--- src/rtl/annexb_pkg.sv ---
// Shared types and constants for the Annex B NAL unit extractor.
// No dependencies; used by every module of the block.
`default_nettype none

package annexb_pkg;

  localparam logic [7:0] BYTE_ZERO  = 8'h00;
  localparam logic [7:0] BYTE_START = 8'h01;
  localparam logic [7:0] BYTE_EPB   = 8'h03;

  // zero run counter saturates here ("three or more")
  localparam logic [1:0] ZRUN_MAX   = 2'd3;
  localparam logic [1:0] ZRUN_START = 2'd2;

  localparam logic KIND_PAYLOAD = 1'b0;
  localparam logic KIND_END     = 1'b1;

  // Results caused by one input transaction: nz held-back zeros, then an
  // optional tail result (payload byte or end of unit).
  typedef struct packed {
    logic [1:0] nz;
    logic       tail;
    logic [7:0] tail_byte;
    logic       tail_kind;
  } burst_t;

endpackage

`default_nettype wire

--- src/rtl/annexb_decode.sv ---
// Input register, zero run / unit state and per-byte decode.
// Depends on annexb_pkg.
`default_nettype none

module annexb_decode (
  input  wire logic                clk,
  input  wire logic                rst,
  input  wire logic                in_valid,
  output logic                     in_ready,
  input  wire logic [7:0]          in_byte,
  input  wire logic                end_of_stream,
  input  wire logic                load_ok,
  output logic                     load,
  output annexb_pkg::burst_t       desc
);

  logic       inreg_valid;
  logic [7:0] inreg_byte;
  logic       inreg_eos;

  logic [1:0] zero_run;
  logic [1:0] zero_run_next;
  logic       unit_has_bytes;
  logic       unit_has_bytes_next;

  assign load     = inreg_valid && load_ok;
  assign in_ready = !inreg_valid || load_ok;

  always_ff @(posedge clk) begin
    if (rst) begin
      inreg_valid <= 1'b0;
    end else if (in_ready) begin
      inreg_valid <= in_valid;
    end
    if (in_ready && in_valid) begin
      inreg_byte <= in_byte;
      inreg_eos  <= end_of_stream;
    end
  end

  always_comb begin
    desc                = '0;
    desc.tail_kind      = annexb_pkg::KIND_PAYLOAD;
    zero_run_next       = zero_run;
    unit_has_bytes_next = unit_has_bytes;
    if (inreg_eos ||
        (inreg_byte == annexb_pkg::BYTE_START && zero_run >= annexb_pkg::ZRUN_START)) begin
      // close the unit; boundary only if it holds payload
      desc.tail           = unit_has_bytes;
      desc.tail_kind      = annexb_pkg::KIND_END;
      zero_run_next       = '0;
      unit_has_bytes_next = 1'b0;
    end else if (inreg_byte == annexb_pkg::BYTE_ZERO) begin
      if (zero_run != annexb_pkg::ZRUN_MAX) begin
        zero_run_next = zero_run + 2'd1;
      end else begin
        desc.tail           = 1'b1;
        unit_has_bytes_next = 1'b1;
      end
    end else begin
      desc.nz        = zero_run;
      desc.tail      = !(inreg_byte == annexb_pkg::BYTE_EPB &&
                         zero_run >= annexb_pkg::ZRUN_START);
      desc.tail_byte = inreg_byte;
      zero_run_next  = '0;
      unit_has_bytes_next = unit_has_bytes || (zero_run != 2'd0) || desc.tail;
    end
  end

  always_ff @(posedge clk) begin
    if (rst) begin
      zero_run       <= '0;
      unit_has_bytes <= 1'b0;
    end else if (load) begin
      zero_run       <= zero_run_next;
      unit_has_bytes <= unit_has_bytes_next;
    end
  end

endmodule

`default_nettype wire

--- src/rtl/annexb_burst.sv ---
// Result register: plays out the results of one decoded transaction.
// Depends on annexb_pkg.
`default_nettype none

module annexb_burst (
  input  wire logic                clk,
  input  wire logic                rst,
  input  wire logic                load,
  input  wire annexb_pkg::burst_t  desc,
  output logic                     load_ok,
  output logic                     out_valid,
  input  wire logic                out_ready,
  output logic [7:0]               out_byte,
  output logic                     kind,
  output logic                     last_of_run
);

  logic [1:0] nz_left;
  logic       tail_pend;
  logic [7:0] tail_byte;
  logic       tail_kind;

  assign out_valid   = (nz_left != 2'd0) || tail_pend;
  assign last_of_run = (nz_left == 2'd0) || ((nz_left == 2'd1) && !tail_pend);
  assign out_byte    = (nz_left != 2'd0) ? annexb_pkg::BYTE_ZERO : tail_byte;
  assign kind        = (nz_left != 2'd0) ? annexb_pkg::KIND_PAYLOAD : tail_kind;
  assign load_ok     = !out_valid || (last_of_run && out_ready);

  always_ff @(posedge clk) begin
    if (rst) begin
      nz_left   <= '0;
      tail_pend <= 1'b0;
    end else if (load) begin
      nz_left   <= desc.nz;
      tail_pend <= desc.tail;
    end else if (out_valid && out_ready) begin
      if (nz_left != 2'd0) begin
        nz_left <= nz_left - 2'd1;
      end else begin
        tail_pend <= 1'b0;
      end
    end
    if (load) begin
      tail_byte <= desc.tail_byte;
      tail_kind <= desc.tail_kind;
    end
  end

endmodule

`default_nettype wire

--- src/rtl/annexb_nal_unit_extractor_core.sv ---
// Annex B byte-stream NAL unit extractor, top level.
// Uses annexb_pkg, annexb_decode and annexb_burst.
//
// Input channel (in_valid/in_ready): one bitstream byte per transaction,
// or an end_of_stream marker. Output channel (out_valid/out_ready): payload
// bytes (kind 0) and end-of-unit markers (kind 1); last_of_run flags the
// final result of each input transaction.
// Start codes are stripped, emulation-prevention 0x03 bytes after two or
// more zeros are dropped, zeros are held back until the next byte resolves
// them. Empty units produce no boundary.
// A result passes the input register, then the result register.
// Throughput: one input per cycle while each input gives at most one
// result and out_ready is high; an input that gives n > 1 results holds
// the input side while the result register plays them out, one per cycle
// while out_ready is high. Inputs with no result do not hold the input side.
// Receiver stall: the result register holds; the input register still takes
// one more transaction, then in_ready drops.
// Reset (rst, synchronous): both registers empty, zero run count 0, unit
// empty.
`default_nettype none

module annexb_nal_unit_extractor_core (
  input  wire logic       clk,
  input  wire logic       rst,
  input  wire logic       in_valid,
  output logic            in_ready,
  input  wire logic [7:0] in_byte,
  input  wire logic       end_of_stream,
  output logic            out_valid,
  input  wire logic       out_ready,
  output logic [7:0]      out_byte,
  output logic            kind,
  output logic            last_of_run
);

  annexb_pkg::burst_t desc;
  logic               load;
  logic               load_ok;

  annexb_decode u_decode (
    .clk           (clk),
    .rst           (rst),
    .in_valid      (in_valid),
    .in_ready      (in_ready),
    .in_byte       (in_byte),
    .end_of_stream (end_of_stream),
    .load_ok       (load_ok),
    .load          (load),
    .desc          (desc)
  );

  annexb_burst u_burst (
    .clk         (clk),
    .rst         (rst),
    .load        (load),
    .desc        (desc),
    .load_ok     (load_ok),
    .out_valid   (out_valid),
    .out_ready   (out_ready),
    .out_byte    (out_byte),
    .kind        (kind),
    .last_of_run (last_of_run)
  );

`ifndef SYNTHESIS
  // an end-of-unit marker is always the sole, final result of its run
  a_end_is_last: assert property (@(posedge clk) disable iff (rst)
    out_valid && kind == annexb_pkg::KIND_END |-> last_of_run && out_byte == 8'h00)
    else $error("end-of-unit result not last of run or nonzero byte");

  // a run that is not finished keeps going after the transaction
  a_run_continues: assert property (@(posedge clk) disable iff (rst)
    out_valid && out_ready && !last_of_run |=> out_valid)
    else $error("result run ended early");

  // held-back zeros come out first when a descriptor is loaded
  a_zeros_first: assert property (@(posedge clk) disable iff (rst)
    load && desc.nz != 2'd0 |=>
      out_valid && kind == annexb_pkg::KIND_PAYLOAD && out_byte == 8'h00)
    else $error("held-back zero not emitted first");
`endif

endmodule

`default_nettype wire
--- config.mk ---
export PLATFORM = sky130hd
export DESIGN_NAME = annexb_nal_unit_extractor_core
export DESIGN_NICKNAME = d
export VERILOG_FILES = /design/src/rtl/annexb_pkg.sv /design/src/rtl/annexb_decode.sv /design/src/rtl/annexb_burst.sv /design/src/rtl/annexb_nal_unit_extractor_core.sv
export SDC_FILE = /design/constraint.sdc
export NUM_CORES = 1
export LEC_CHECK = 0
export ABC_AREA = 1
export BUFFER_PORTS_ARGS = -buffer_cell sky130_fd_sc_hd__buf_2
export CAP_MARGIN = 0
export CORE_MARGIN = 2
export CORE_UTILIZATION = 57
export DETAILED_ROUTE_END_ITERATION = 12
export GPL_ROUTABILITY_DRIVEN = 0
export PLACE_DENSITY = 0.79
export RECOVER_POWER = 25
export SYNTH_ARGS = -nofsm -noshare
export SYNTH_HDL_FRONTEND = slang
export SYNTH_SLANG_ARGS = --single-unit
--- constraint.sdc ---
create_clock -name clk -period 3.1 [get_ports clk]
set_input_delay 0.31 -clock clk [delete_from_list [all_inputs] [get_ports clk]]
set_output_delay 0.31 -clock clk [all_outputs]
set_load 0.02 [all_outputs]
==> results of run 1 <==
[placed cells by master (no fill, tap or decap), drive strengths merged]
| cell | count |
|---|---|
| inv | 33 |
| nor2 | 31 |
| nand2 | 30 |
| buf | 24 |
| edfxtp | 18 |
| nand3 | 9 |
| dfxtp | 7 |
| ha | 5 |
| o21ai | 4 |
| a21oi | 3 |
| clkbuf | 3 |
| nand4 | 2 |
| o21a | 2 |
| clkinv | 2 |
| a22oi | 1 |
| a31oi | 1 |
[stage by stage]
| step | utilization [%] | hold WS, ps | power [mW] |
|---|---|---|---|
| CTS | 66.67 | 161.0 | 1.121 |
| finish | 66.44 | 161.3 | 1.112 |
| floorplan | - | 379.1 | 0.8638 |
| global placement | 65.40 | 451.2 | 0.9600 |
| detailed placement | 65.40 | 468.7 | 0.9843 |
| global route | 66.44 | 145.1 | 1.206 |
[critical path: cells and delay by family, from the launching register on]
kind	cells	cell delay, ps
buf+inv	2	120
fa+ha+maj	1	370
flops	1	360
simple gates	5	930
[final timing paths]
path / endpoint / cells past startpoint / slack [ps] / startpoint
setup / recovery: u_decode.inreg_byte[4] / 8 / 950 / u_burst.nz_left[0]
hold reg to reg: u_decode.unit_has_bytes / 2 / 500 / u_decode.unit_has_bytes
hold / removal: u_decode.inreg_byte[1] / 1 / 160 / in_byte[1]
setup reg to reg: u_decode.inreg_byte[4] / 8 / 950 / u_burst.nz_left[0]
[registers in the layout (all words and copies together), names as in the netlist, 2 cells and up]
name and cells:
u_decode.inreg_byte 8, u_burst.nz_left 2, u_decode.zero_run 2, u_burst.tail_byte 8
[kinds of logic after synthesis]
logic type | Yosys count | synth area share, %
buf+inv | 36 | 11.24
simple gates | 72 | 25.71
fa+ha+maj | 5 | 4.888
flops | 25 | 53.18
compound gates | 11 | 4.984
[power groups by stage]
stage	registers [mW]	clock network, mW	logic [mW]
final	0.476	0.140	0.495
after global routing	0.484	0.158	0.564
after CTS	0.477	0.143	0.502
after detailed placement	0.485	0	0.500
after global placement	0.481	0	0.479
after floorplan	0.474	0	0.389
[metal layers]
layer / global-route usage [%] / vias to the layer above / wire, um / part of all wire (%)
li1: - / 511 / - / -
met1: 20.96 / 424 / 914 / 44
met2: 32.91 / 29 / 1017 / 49
met3: 2.632 / 4 / 95 / 4.6
met4: 6.579 / 0 / 32 / 1.6
met5: 0 / - / 0 / 0
[area by class of cell]
class | instances | share of cell area, %
clock buffer | 3 | 1.563
tap | 28 | 2.431
timing repair buffer | 24 | 8.333
clock inverter | 1 | 0.3472
sequential | 25 | 47.22
inverter | 34 | 8.854
multi-input combinational | 88 | 31.25
==> results.yml, run 1 <==
pwr:
  internal-power_mw: 0.6493
  swShare_pct: 41.58
  power.share.clock_pct: 12.6
  power_density_nw_per_um2: 771.2
  p_leak_nw: 0.7058
  seqPwrFrac_pct: 42.9
  switchingPower_mw: 0.4622
  power_frac_comb_pct: 44.5
  irDropWorstVdd_uv: 377.8
cells_and_area:
  register_area_um2: 680.7
  antenna_cells: 0
  fill_cells: 190
  instances_no_fill: 203
  final_cell_area_um2: 1441
  area_growth_pct: 12.61
  multi_input_comb_area_um2: 450.4
  drive_gt1_share_pct: 24.00
  final_nets: 194
clock_network:
  clkTransAtPathRegs_ps: 130
  cts_made_buffers: 3
  cts.repair.resized: 0
  cts-root-buf: "clkbuf_4"
  ctsHoldBuffers: 0
  clk_latency_ps: 310
  cts_max_level: 1
  clock_path_buffers: 2
  cts_tree: "yes"
  cts_setup_buffers: 0
  cts.sinks: 25
timing:
  finalClockSkew_ps: 4.115
  setup_slack_ps: 953.2
  max_freq_ghz: 0.4658
  relSlewSlack_pct: 51.69
  hold_violations: 0
  tightestPinTransition_ps: 722.0
  fin_setup_tns_ps: 0
  period_share_pct: 69.25
  drv_slew: 0
  setup_viol: 0
  rsz0062_at_grt: "no"
  finalCriticalPeriod_ps: 2147
setup_path:
  cp_max_fo: 12
  worst-endpoint-required_ps: 3060
  cp-end-kind: "flip-flop"
  crit_type: "flip-flop to flip-flop"
  crit_chain: "inv_1, ha_1, nand2_1, nand2_1, nand2_2, inv_2, nor2_1, nor2_1"
  cp_slowest_cell: "nor2_1"
  max_stage_delay_ps: 550
  start_kind: "flip-flop"
  cp.arrival_ps: 2100
synthesis:
  ys_types: 22
  yosys-top-cells-area: "edfxtp_1 42%, dfxtp_1 11%, inv_1 8.2%"
  yosys_warnings: 0
  netlist_area_um2: 1280
  yosys.area.top_type: "edfxtp_1"
  synth-async-reset-ratio_pct: 0
  ys_seq_area_share_pct: 53.18
  synth.most_common_cell: "inv_1"
  ys_ff_latch: 25
  synth_commonest_cells: "28 x inv_1, 25 x nand2_1, 25 x nor2_1"
  syn_area_per_cell_um2: 8.590
  synthFlopType: "edfxtp_1"
  synth-edff-count: 18
  synth_top_area_share_pct: 42.23
  syn_inst: 149
  syn_nets: 167
placed_design:
  portBuffers: 24
  pre_cts_ws_ps: 988.0
  dp_hpwl_um: 1623
  post-place-cells: 199
  placed_cell_area_um2: 1419
floorplan:
  dieArea_um2: 2640
  die_w_um: 51.39
  rows: 17
  core_um2: 2170
  io_pins: 25
  die_y_um: 51.39
  initial_core_util_pct: 59.00
grt:
  grt_pass1_vias: 898
  grtUsageTotal_pct: 17.94
  grt_max_degree: 20
  grt_pass1_wl_um: 3546
  gr-total-overflow: 0
  antenna_found_initial: 0
routing:
  dr.pass1.iters: 4
  vias_per_cell: 4.768
  drcViolationCount: 0
  drtIter0Drc: 20
  num_vias: 968
  antenna_left: 0
  wire_per_inst_um: 10.14
  drt_wl_total_um: 2059
hold_path:
  min_path_type: "input pin to flip-flop"
flow_run:
  cap_violations: 0
outcome:
  outcome: "finished clean"
(Power assumes the default switching activity.)
==> inputs of run 2 (changes only) <==
Settings changed: ABC_AREA 1 to 0, CORE_UTILIZATION 57 to 53, PLACE_DENSITY 0.79 to 0.74.
Clock period 3.1 ns to 2.01 ns, I/O delays scaled along.
==> run 2 against run 1 <==
Die area grew 3.9%. Sequential power grew 46%. Count of clock-buffer cells in the layout grew 1. Total power grew 51%. Worst setup slack lost 820 ps. Register-to-register slack lost 710 ps. Synthesized cell count shrank 30%. Synthesized area shrank 3.0%. Clock power grew 54%. Sequential share of layout area grew 0.50 points. Clock skew is essentially flat.
==> results.yml, run 2 <==
synthesis:
  netlist_area_um2: 1241
  yosys_warnings: 0
  synthFlopType: "edfxtp_1"
  syn_nets: 123
  yosys.area.top_type: "edfxtp_1"
  yosys-top-cells-area: "edfxtp_1 44%, dfxtp_1 11%, and2_1 5.5%"
  synth-async-reset-ratio_pct: 0
  ys_seq_area_share_pct: 54.84
  syn_inst: 105
  synth-edff-count: 18
  ys_types: 36
  ys_ff_latch: 25
  synth_top_area_share_pct: 43.55
  synth.most_common_cell: "edfxtp_1"
  syn_area_per_cell_um2: 11.82
  synth_commonest_cells: "18 x edfxtp_1, 11 x and2_1, 8 x inv_1"
floorplan:
  initial_core_util_pct: 56.11
  die_y_um: 52.39
  core_um2: 2212
  io_pins: 25
  rows: 17
  dieArea_um2: 2745
  die_w_um: 52.39
clock_network:
  clk_latency_ps: 310
  cts_tree: "yes"
  cts_made_buffers: 3
  clock_path_buffers: 2
  clkTransAtPathRegs_ps: 120
  cts.repair.resized: 0
  cts_setup_buffers: 0
  cts.sinks: 25
  cts_max_level: 1
  cts-root-buf: "clkbuf_4"
  ctsHoldBuffers: 0
timing:
  drv_slew: 0
  fin_setup_tns_ps: 0
  finalClockSkew_ps: 4.290
  period_share_pct: 93.60
  whs_ps: 53.41
  rsz0062_at_grt: "no"
  hold_violations: 0
  max_freq_ghz: 0.5316
  setup_viol: 0
  tightestPinTransition_ps: 455.6
  finalCriticalPeriod_ps: 1881
  relSlewSlack_pct: 69.40
routing:
  vias_per_cell: 5.381
  wire_per_inst_um: 12.59
  num_vias: 861
  drcViolationCount: 0
  antenna_left: 0
  drtIter0Drc: 22
  dr.pass1.iters: 4
  drt_wl_total_um: 2014
cells_and_area:
  final_cell_mix: "24 x buf_2, 18 x edfxtp_1, 11 x and2_1, 8 x inv_1"
  layout_commonest_cell: "buf_2"
  reg_top3: "u_burst.tail_byte (8), u_decode.inreg_byte (8)"
  area_growth_pct: 14.92
  fill_cells: 195
  drive_gt1_share_pct: 30.30
  final_cell_area_um2: 1426
  antenna_cells: 0
  final_nets: 151
grt:
  grtUsageTotal_pct: 16.46
  grt_pass1_vias: 761
  grt_max_degree: 18
  grt_pass1_wl_um: 3194
  gr-total-overflow: 0
  antenna_found_initial: 0
setup_path:
  cp.arrival_ps: 1680
  cp_max_fo: 12
  crit_family: "buffers and inverters"
  worst-endpoint-required_ps: 1810
  max_stage_delay_ps: 370
  critPathBufInv: 3
  cp_slowest_cell: "dfxtp_1"
  cp-end-kind: "primary output"
  crit_chain: "inv_1, ha_1, buf_4, o21ai_0, nand3_1, buf_2"
  crit_type: "flip-flop to primary output"
  start_kind: "flip-flop"
outcome:
  outcome: "finished clean"
pwr:
  p_leak_nw: 0.5615
  power_density_nw_per_um2: 1180
  irDropWorstVdd_uv: 730.4
hold_path:
  min_path_type: "input pin to flip-flop"
placed_design:
  placed_cell_area_um2: 1400
  portBuffers: 24
  dp_hpwl_um: 1513
flow_run:
  cap_violations: 0
[run 2: cell count changes in the layout (fill, tap and decap cells not counted), sizes merged, moves of 3 or more]
| cell | delta |
|---|---|
| nand2 | -27 |
| and2 | +11 |
| nor2b | +7 |
| inv | -24 |
| nor2 | -27 |
| nand3 | -3 |
[run 2: final cells by class]
class,count,area (um^2),area share [%]
Clock buffer,4,26.28,1.842
Sequential cell,25,680.7,47.72
Tap cell,28,35.03,2.456
Multi-Input combinational cell,68,513.0,35.96
Timing Repair Buffer,26,135.1,9.474
Inverter,9,36.28,2.544
[run 2: logic make-up after synthesis]
group	share of synthesized area, %
flops	54.84
buf+inv	3.831
simple gates	23.49
compound gates	12.80
fa+ha+maj	5.040
[run 2: final timing paths]
check                                             start                 endpoint  slack [ps]  cells after the start
worst max-delay path                 u_burst.nz_left[0]                 in_ready         130                      6
worst min-delay path                         in_byte[0]   u_decode.inreg_byte[0]          50                      1
worst max register to register       u_burst.nz_left[0]        u_burst.tail_pend         240                      7
worst min register to register  u_decode.unit_has_bytes  u_decode.unit_has_bytes         520                      2
[run 2: power breakdown]
group / switching, mW / total (mW) / internal (mW) / leakage, nW
Clock: 0.137 / 0.215 / 0.0776 / 0.0150
Combinational: 0.461 / 0.773 / 0.312 / 0.316
Sequential: 0.0439 / 0.696 / 0.652 / 0.230
[run 2: per-stage QoR]
stage | worst slack, ps | instances | power [mW] | utilization (%)
2_1_floorplan | 151.1 | 105 | 1.267 | -
3_3_place_gp | 329.8 | 156 | 1.459 | 63.29
3_5_place_dp | 268.9 | 156 | 1.483 | 63.29
4_1_cts | 125.8 | 160 | 1.695 | 64.48
5_1_grt | 49.10 | 160 | 1.801 | 64.48
6_report | 128.7 | 160 | 1.683 | 64.48
[run 2: routing by layer]
layer	global-route usage [%]	up-vias	part of all wire, %
met5	0	-	0
met4	10.26	0	2.4
met3	2.571	4	5.2
met2	28.54	26	50
met1	18.73	397	43
li1	-	434	-
[run 2: worst reg2reg max path: stages, from the launching register on]
cell       delay [ps]
dfxtp_1           370
inv_1              60
ha_1              220
and2b_4           190
o31ai_4           370
inv_4             160
o2111ai_1         150
o311ai_2          130
==> inputs of run 3 (changes only) <==
Settings changed: PLACE_DENSITY 0.74 to default, PLACE_DENSITY_LB_ADDON from default to 0.15.
==> run 3 against run 2 <==
First-iteration DRC count is 27% lower. Sequential power hardly changed. Via count is 0.46% lower. Clock power is 7% higher. Count of clock-buffer cells in the layout is 1 lower. Hold slack worse by 16 ps. Clock skew is 1.1 ps higher. Total power is 0.77% higher. Wire length is 4.4% lower. Register-to-register slack better by 20 ps. Die area stayed put. Worst setup slack better by 63 ps. Largest power group unchanged. Highest routed layer unchanged.
==> results.yml, run 3 (synthesis results as in run 2) <==
outcome:
  outcome: "finished clean"
grt:
  grt_max_degree: 18
  gr-total-overflow: 0
  antenna_found_initial: 0
  grt_pass1_wl_um: 3284
  grtUsageTotal_pct: 16.90
  grt_pass1_vias: 818
cells_and_area:
  final_cell_area_um2: 1430
  register_area_um2: 680.7
  drive_gt1_share_pct: 31.06
  reg_top3: "u_burst.tail_byte (8), u_decode.inreg_byte (8)"
  final_cell_mix: "24 x buf_2, 18 x edfxtp_1, 11 x and2_1, 8 x inv_1"
  area_growth_pct: 15.22
  fill_cells: 178
  antenna_cells: 0
  multi_input_comb_area_um2: 513.0
  final_nets: 151
  layout_commonest_cell: "buf_2"
setup_path:
  r2r-end: "u_burst.tail_pend"
  cp_slowest_cell: "dfxtp_1"
  cp-end-kind: "primary output"
  rr_startpoint: "u_burst.nz_left[0]"
  worst-endpoint-required_ps: 1810
  cp.arrival_ps: 1620
  ff2ff_setup_slack_ps: 260
  crit_type: "flip-flop to primary output"
  max_stage_delay_ps: 380
  crit_chain: "inv_1, ha_1, buf_4, o21ai_1, nand3_1, buf_2"
  start_kind: "flip-flop"
  cp_max_fo: 12
  rr_worst_depth: 7
hold_path:
  hold-path-endpoint: "u_decode.inreg_byte[5]"
  hold_depth: 1
  min_from: "in_byte[5]"
  min_path_type: "input pin to flip-flop"
timing:
  tightestPinTransition_ps: 450.7
  finalClockSkew_ps: 5.427
  setup_slack_ps: 192.0
  finalCriticalPeriod_ps: 1818
  max_freq_ghz: 0.5501
  rsz0062_at_grt: "no"
  hold_violations: 0
  relSlewSlack_pct: 69.72
  setup_viol: 0
  drv_slew: 0
  fin_setup_tns_ps: 0
  period_share_pct: 90.45
routing:
  drt_wl_total_um: 1926
  drtIter0Drc: 16
  vias_per_cell: 5.356
  drcViolationCount: 0
  wire_per_inst_um: 12.04
  dr.pass1.iters: 4
  num_vias: 857
  antenna_left: 0
clock_network:
  cts_made_buffers: 3
  cts.sinks: 25
  cts_tree: "yes"
  clock_path_buffers: 2
  cts_max_level: 1
  clk_latency_ps: 320
  cts-root-buf: "clkbuf_4"
  clkTransAtPathRegs_ps: 140
  ctsHoldBuffers: 0
floorplan:
  die_w_um: 52.39
  rows: 17
  io_pins: 25
  initial_core_util_pct: 56.11
  core_um2: 2212
  die_y_um: 52.39
  dieArea_um2: 2745
placed_design:
  pre_cts_ws_ps: 266.7
  dp_hpwl_um: 1491
  portBuffers: 24
  placed_cell_area_um2: 1400
pwr:
  p_leak_nw: 0.5605
  irDropWorstVdd_uv: 673.7
  power_density_nw_per_um2: 1186
flow_run:
  cap_violations: 0
-- run 3: cell count changes in the layout (fill, tap and decap cells not counted) --
cell,change
clkbuf_1,-1
clkinvlp_4,+1
o21ai_0,-1
o21ai_1,+1
-- run 3: how the worst max path moves through the flow --
stage / start / endpoint / slack, ps / cells past startpoint
finish: u_burst.nz_left[0] / in_ready / 190 / 6
floorplan: u_burst.nz_left[0] / u_decode.inreg_byte[0] / 150 / 5
global placement: u_burst.nz_left[0] / u_burst.tail_pend / 330 / 7
global route: u_burst.nz_left[0] / in_ready / 60 / 6
detailed placement: u_burst.nz_left[0] / u_burst.tail_pend / 270 / 7
CTS: u_burst.nz_left[0] / in_ready / 100 / 6
-- run 3: stage by stage --
stage / power [mW] / std cells / hold slack (ps) / util [%]
floorplan: 1.267 / 105 / 299.9 / -
global placement: 1.460 / 156 / 377.7 / 63.29
detailed placement: 1.485 / 156 / 379.4 / 63.29
CTS: 1.707 / 160 / 39.45 / 64.65
global route: 1.808 / 160 / 17.13 / 64.65
finish: 1.696 / 160 / 37.72 / 64.65
-- run 3: per-layer routing --
| layer | vias up | track usage, % | routed length (um) |
|---|---|---|---|
| li1 | 429 | - | - |
| met1 | 395 | 19.89 | 864 |
| met2 | 28 | 28.13 | 922 |
| met3 | 5 | 3.429 | 94 |
| met4 | 0 | 10.26 | 44 |
| met5 | - | 0 | 0 |
-- run 3: timing repair --
| action | CTS | global route |
|---|---|---|
| resized for setup | 0 | 1 |
| buffers inserted | 0 | 0 |
| hold endpoints to repair | 0 | 0 |
| endpoints found under the setup margin | 0 | 1 |
-- run 3: layout make-up --
type | count | share of cell area, %
multi-input combinational | 68 | 35.87
clock inverter | 1 | 0.5249
inverter | 9 | 2.537
timing repair buffer | 26 | 9.449
clock buffer | 3 | 1.575
sequential | 25 | 47.59
tap | 28 | 2.450
-- run 3: worst max-delay path, delay by kind of cell, from the launching register on --
family	cells	cell delay, ps
DFF	1	380
buffers and inverters	3	410
AOI/OAI and AO/OA	1	170
adders and majority gates	1	220
and+or+nand+nor	1	120
-- run 3: where the power goes --
group	switching, mW	internal, mW	leakage, nW	total (mW)
Combinational	0.458	0.311	0.316	0.770
Clock	0.155	0.0762	0.0139	0.231
Sequential	0.0441	0.652	0.230	0.696
Total	0.657	1.04	0.561	1.70
